File: src/hdl/grouped_free_block_allocator_defines.svh
`ifndef GROUPED_FREE_BLOCK_ALLOCATOR_DEFINES_SVH
`define GROUPED_FREE_BLOCK_ALLOCATOR_DEFINES_SVH

// same-cycle implication
`define GFBA_ASSERT_IMP(lbl, ck, rs, ante, cons, msg) \
  lbl: assert property (@(posedge ck) disable iff (rs) (ante) |-> (cons)) \
    else $error(msg);

// next-cycle implication
`define GFBA_ASSERT_NXT(lbl, ck, rs, ante, cons, msg) \
  lbl: assert property (@(posedge ck) disable iff (rs) (ante) |=> (cons)) \
    else $error(msg);

`endif

File: src/hdl/gfba_pkg.sv
`default_nettype none

package gfba_pkg;

  localparam int GROUP_SIZE  = 64;
  localparam int NUM_BLOCKS  = 1024;
  localparam int BLK_W       = 10;
  localparam int SPILL_GROUPS = 1 << BLK_W;
  localparam int SP_W        = $clog2(GROUP_SIZE);
  localparam int IDX_W       = $clog2(GROUP_SIZE + 1);
  localparam int CNT_W       = $clog2(NUM_BLOCKS + 1);
  localparam int SPILL_DEPTH = SPILL_GROUPS * GROUP_SIZE;
  localparam int SPILL_AW    = $clog2(SPILL_DEPTH);

  localparam logic KIND_ALLOC = 1'b0;
  localparam logic KIND_FREE  = 1'b1;

  typedef struct packed {
    logic             kind;
    logic [BLK_W-1:0] freed_block;
  } req_t;

  typedef struct packed {
    logic [BLK_W-1:0] granted_block;
    logic             full_res;
  } res_t;

  typedef enum logic [2:0] {
    ST_IDLE,
    ST_DECIDE,
    ST_ALLOC_WAIT,
    ST_SPILL,
    ST_RELOAD
  } state_t;

  typedef enum logic [1:0] {
    RES_ZERO,
    RES_RD,
    RES_GBLK
  } res_src_t;

  typedef struct packed {
    logic     load_in;
    logic     rd_top;
    logic     idx_clr;
    logic     idx_inc;
    logic     spill_wr;
    logic     reload_wr;
    logic     push_dec;
    logic     push_top;
    logic     pop_inc;
    logic     pop_reload;
    logic     grant_latch;
    logic     res_fire;
    logic     res_full;
    res_src_t res_src;
  } cmd_t;

  typedef struct packed {
    logic kind_free;
    logic cnt_zero;
    logic sp_zero;
    logic sp_top;
    logic idx_first;
    logic idx_last;
  } status_t;

  function automatic logic [SPILL_AW-1:0] spill_addr(input logic [BLK_W-1:0] blk,
                                                     input logic [SP_W-1:0]  off);
    spill_addr = SPILL_AW'(blk) * SPILL_AW'(GROUP_SIZE) + SPILL_AW'(off);
  endfunction

endpackage

`default_nettype wire

File: src/hdl/gfba_ctrl.sv
`default_nettype none
`include "grouped_free_block_allocator_defines.svh"

module gfba_ctrl (
  input  wire              clk,
  input  wire              rst,
  input  wire              start,
  output logic             busy,
  input  gfba_pkg::status_t st,
  output gfba_pkg::cmd_t   cmd
);
  import gfba_pkg::*;

  state_t state, state_next;

  always_ff @(posedge clk) begin
    if (rst) begin
      state <= ST_IDLE;
    end else begin
      state <= state_next;
    end
  end

  always_comb begin
    state_next = state;
    cmd        = '0;
    cmd.res_src = RES_ZERO;
    busy       = (state != ST_IDLE);
    case (state)
      ST_IDLE: begin
        if (start) begin
          cmd.load_in = 1'b1;
          state_next  = ST_DECIDE;
        end
      end
      ST_DECIDE: begin
        if (!st.kind_free) begin
          if (st.cnt_zero) begin
            cmd.res_fire = 1'b1;
            cmd.res_full = 1'b1;
            state_next   = ST_IDLE;
          end else begin
            cmd.rd_top = 1'b1;
            state_next = ST_ALLOC_WAIT;
          end
        end else if (!st.sp_zero) begin
          cmd.push_dec = 1'b1;
          cmd.res_fire = 1'b1;
          state_next   = ST_IDLE;
        end else begin
          cmd.idx_clr = 1'b1;
          state_next  = ST_SPILL;
        end
      end
      ST_ALLOC_WAIT: begin
        if (st.sp_top) begin
          cmd.grant_latch = 1'b1;
          cmd.idx_clr     = 1'b1;
          state_next      = ST_RELOAD;
        end else begin
          cmd.pop_inc  = 1'b1;
          cmd.res_fire = 1'b1;
          cmd.res_src  = RES_RD;
          state_next   = ST_IDLE;
        end
      end
      ST_SPILL: begin
        cmd.spill_wr = !st.idx_first;
        if (st.idx_last) begin
          cmd.push_top = 1'b1;
          cmd.res_fire = 1'b1;
          state_next   = ST_IDLE;
        end else begin
          cmd.idx_inc = 1'b1;
        end
      end
      ST_RELOAD: begin
        cmd.reload_wr = !st.idx_first;
        if (st.idx_last) begin
          cmd.pop_reload = 1'b1;
          cmd.res_fire   = 1'b1;
          cmd.res_src    = RES_GBLK;
          state_next     = ST_IDLE;
        end else begin
          cmd.idx_inc = 1'b1;
        end
      end
      default: begin
        state_next = ST_IDLE;
      end
    endcase
  end

  `GFBA_ASSERT_NXT(a_accept_busy, clk, rst, start && !busy, busy, "accept did not raise busy")
  `GFBA_ASSERT_IMP(a_one_result, clk, rst, cmd.res_fire, state_next == ST_IDLE,
                   "result issued while work remains")
  `GFBA_ASSERT_NXT(a_load_decide, clk, rst, cmd.load_in, state == ST_DECIDE,
                   "load did not enter decide")

endmodule

`default_nettype wire

File: config.mk
export PLATFORM = sky130hd
export DESIGN_NAME = gfba_ctrl
export DESIGN_NICKNAME = d
export VERILOG_FILES = /design/src/hdl/gfba_pkg.sv /design/src/hdl/gfba_ctrl.sv
export VERILOG_INCLUDE_DIRS = /design/src /design/src/hdl
export SDC_FILE = /design/constraint.sdc
export NUM_CORES = 1
export LEC_CHECK = 0
export BUFFER_PORTS_ARGS = -buffer_cell sky130_fd_sc_hd__clkbuf_2
export CORE_AREA = 5 5 42 44
export DETAILED_ROUTE_END_ITERATION = 16
export DIE_AREA = 0 0 47 49
export HOLD_SLACK_MARGIN = 0.1
export SLEW_MARGIN = 20
export SYNTH_ARGS = -nofsm -noshare
export SYNTH_HDL_FRONTEND = slang
export SYNTH_SLANG_ARGS = --single-unit
File: constraint.sdc
create_clock -name clk -period 2.9 [get_ports clk]
set_clock_uncertainty 0.2 [all_clocks]
set_input_delay 0.58 -clock clk [delete_from_list [all_inputs] [get_ports clk]]
set_output_delay 0.58 -clock clk [all_outputs]
set_load 0.02 [all_outputs]
==> results.txt <==
----------------------------------------------------
[Power]
  Peak supply drop ... 0.270 mV
  Ratio of total power to cell area ... 374 mW/mm^2
  LEAKAGE ... 0.224 nW

[Yosys]
  Synthesized netlist net count ... 54
  Predominant post-synthesis flop cell ... sky130_fd_sc_hd__dfxtp_1
  Portion of synthesized cell area occupied by the leading cell type ... 18.3%
  Number of enable flip-flop cells after synthesis ... 0
  Leading post-synthesis cells by cell area ... sky130_fd_sc_hd__dfxtp_1 (18%), sky130_fd_sc_hd__nor3b_1 (14%), sky130_fd_sc_hd__nor3_1 (7.6%)
  Synth Area in Adders ... 0%
  Number of flip-flops and latches in the synthesized netlist ... 3
  Most used standard cell by instance count after synthesis ... sky130_fd_sc_hd__nor3b_1
  Synthesized cell area ... 328 um^2
  XOR/XNOR Fraction of Synth Area ... 0%
  Synth async-reset ratio ... 0%
  Fraction of the mapped netlist area in compound gates ... 17.9%
  List of most frequent post-synthesis cells ... sky130_fd_sc_hd__nor3b_1 (6), sky130_fd_sc_hd__nor3_1 (5), sky130_fd_sc_hd__a21oi_1 (4)
  Synthesized netlist cell count ... 45
  Average cell area after synthesis ... 7.28 um^2
  Main combinational cell family by area after synthesis ... simple AND/OR/NAND/NOR gates
  Syn. warnings ... 0
  Fraction of the mapped netlist area in simple logic gates ... 58.4%
  Post-synthesis sequential area ratio ... 18.3%
  Library cell occupying the most area in the post-synthesis netlist ... sky130_fd_sc_hd__dfxtp_1
  Mux cell area share after synthesis ... 0%
  Count of cell types in the netlist ... 21

[Timing]
  Minimum clock period after layout ... 2.57 ns
  Relative slew slack ... 68.0%
  Number of setup violations in the final report ... 0
  Unrepaired setup endpoints after global routing ... no
  Final number of hold-violating endpoints ... 0
  Max-slew violation count ... 0
  Setup tns final ... 0 ns
  Slew at the pin with the worst max-slew slack ... 0.479 ns
  Achievable frequency ... 389 MHz
  Final cycle utilization of the critical path ... 88.7%
  Hold Slack ... 0.348 ns

[Route]
  Routed vias ... 426
  First-pass iteration count of the detailed router ... 2
  Post-detailed-route wirelength per cell ... 11.4 um
  Routed wire length ... 967 um
  Remaining antenna violation count ... 0
  Drt drc ... 0
  Detail-routed via count per cell ... 5.01
  Number of violations reported at the end of detailed-routing iteration 0 ... 5

[Setup path]
  Data arrival time of the critical path ... 1.79 ns
  Data required, critical path ... 2.12 ns
  Crit-path slowest cell ... sky130_fd_sc_hd__dfxtp_1
  Top cell family by delay on the critical path ... simple AND/OR/NAND/NOR gates
  Setup Crit Path Kind ... flop to output pin
  Worst path bufs/invs ... 1
  Type of element capturing the critical path ... output pin
  Crit-path cells ... or3b_1 -> nor3b_1 -> or4_1 -> clkbuf_2
  Max stage delay on crit path ... 0.61 ns
  Critical-path maximum fanout ... 17
  Nature of the critical path startpoint ... flop

[Cells and area]
  Largest register by flop count ... state
  Area used by multi-input combinational logic ... 250 um^2
  Number of diodes ... 0
  Nets@finish ... 79
  Ratio of cells with drive above 1 in the final layout ... 40.6%
  Cell area after layout ... 477 um^2
  Flip-flop and latch area ... 60.1 um^2
  Number of fillers in the final layout ... 171
  Leading registers by flop count ... state (3)
  Area growth syn-to-layout ... 45.4%
  Max reg flops ... 3

[Global routing]
  Maximum number of pins on one net before global-route repair ... 18
  Total Routing Usage GR ... 9.07%
  Total grt overflow ... 0
  Initial antenna violation count ... 0
  Vias in the first global route ... 396
  First-pass GRT wire length ... 1590 um

[Clock network]
  Cts-stage hold buffer count ... 0
  Clock buffers created by TritonCTS ... 3
  Post-CTS Repair Setup Buffers ... 0
  H-Tree Depth ... 1
  CTS clk-pin slew, worst paths ... 0.03 ns
  Count of instances resized after the clock tree is built ... 0
  Clock tree buffer depth ... 2
  Cell at the root of the clock tree ... sky130_fd_sc_hd__clkbuf_4
  Clock latency on the worst-skew pair ... 0.23 ns
  Total number of clock tree sinks ... 3
  TritonCTS clock tree ... yes

[Floorplanning]
  Floorplan die height ... 49 um
  Die Span X ... 47 um
  Boundary pin count ... 25
  Initial core utilization ... 23.4%
  Die area ... 0.00230 mm^2
  Core Area ... 0.00140 mm^2
  Row cnt ... 14

[Placement]
  Number of I/O port buffers ... 24
  Last weighted congestion value of the routability-driven placer ... 0.781
  Cell area reported after detailed placement ... 450 um^2
  Detail Placement HPWL ... 763 um

[Status]
  Status ... finished, final reports clean

[Hold path]
  Class of the tightest hold or removal check ... input port to flop

[Flow run]
  Max_cap viols ... 0

----------------------------------------------------
==> final cells by class <==
cell class                      count  area share, %
Timing Repair Buffer               24           25.2
Tap cell                           16           4.20
Clock buffer                        4           5.51
Sequential cell                     3           12.6
Multi-Input combinational cell     38           52.5
==> power by group <==
group | internal [mW] | leakage (nW) | switching [mW]
Sequential | 0.0440 | 0.0245 | 0.00911
Combinational | 0.0226 | 0.185 | 0.0304
Clock | 0.0515 | 0.0150 | 0.0209
Total | 0.118 | 0.224 | 0.0604
==> stage by stage <==
stage	setup slack, ns	utilization [%]	power [mW]	std cells
after detailed placement	0.561	32.1	0.107	81
after CTS	0.313	34.0	0.185	85
after floorplan	0.657	-	0.0867	45
final	0.327	34.0	0.178	85
after global routing	0.182	34.0	0.197	85
after global placement	0.579	32.1	0.106	81
==> placed cells by master (no fill, tap or decap), drive strengths merged <==
cell type / n
a211oi: 3
a21oi: 4
and3: 1
and3b: 1
clkbuf: 28
dfxtp: 3
nand2: 3
nand2b: 1
nand3b: 2
nand4b: 1
nor2: 3
nor2b: 1
nor3: 5
nor3b: 6
nor4b: 1
o21a: 1
o32ai: 1
or3: 1
or3b: 2
or4: 1
==> path summary, 6_finish.rpt <==
kind / slack [ns] / startpoint / end / cells past startpoint
max: 0.33 / state[0] / cmd[3] / 4
min: 0.35 / rst / state[2] / 2
max reg2reg: 1.53 / state[2] / state[0] / 3
min reg2reg: 0.45 / state[0] / state[1] / 2
==> routing by layer <==
layer | wire length (um) | share of wire [%] | vias up | global-route usage, %
met5 | 0 | 0 | - | 0
met4 | 0 | 0 | 0 | 2.76
met3 | 127 | 13 | 0 | 3.32
met2 | 396 | 41 | 21 | 13.1
met1 | 443 | 46 | 188 | 12.3
li1 | - | - | 217 | -
==> logic make-up (layout without fill, tap and decap cells) <==
kind of cell           after synthesis  after routing
AND/OR/NAND/NOR                     29             29
flip-flops                           3              3
AO/OA/AOI/OAI                        9              9
buffers and inverters                4             28
(Power assumes the default switching activity.)
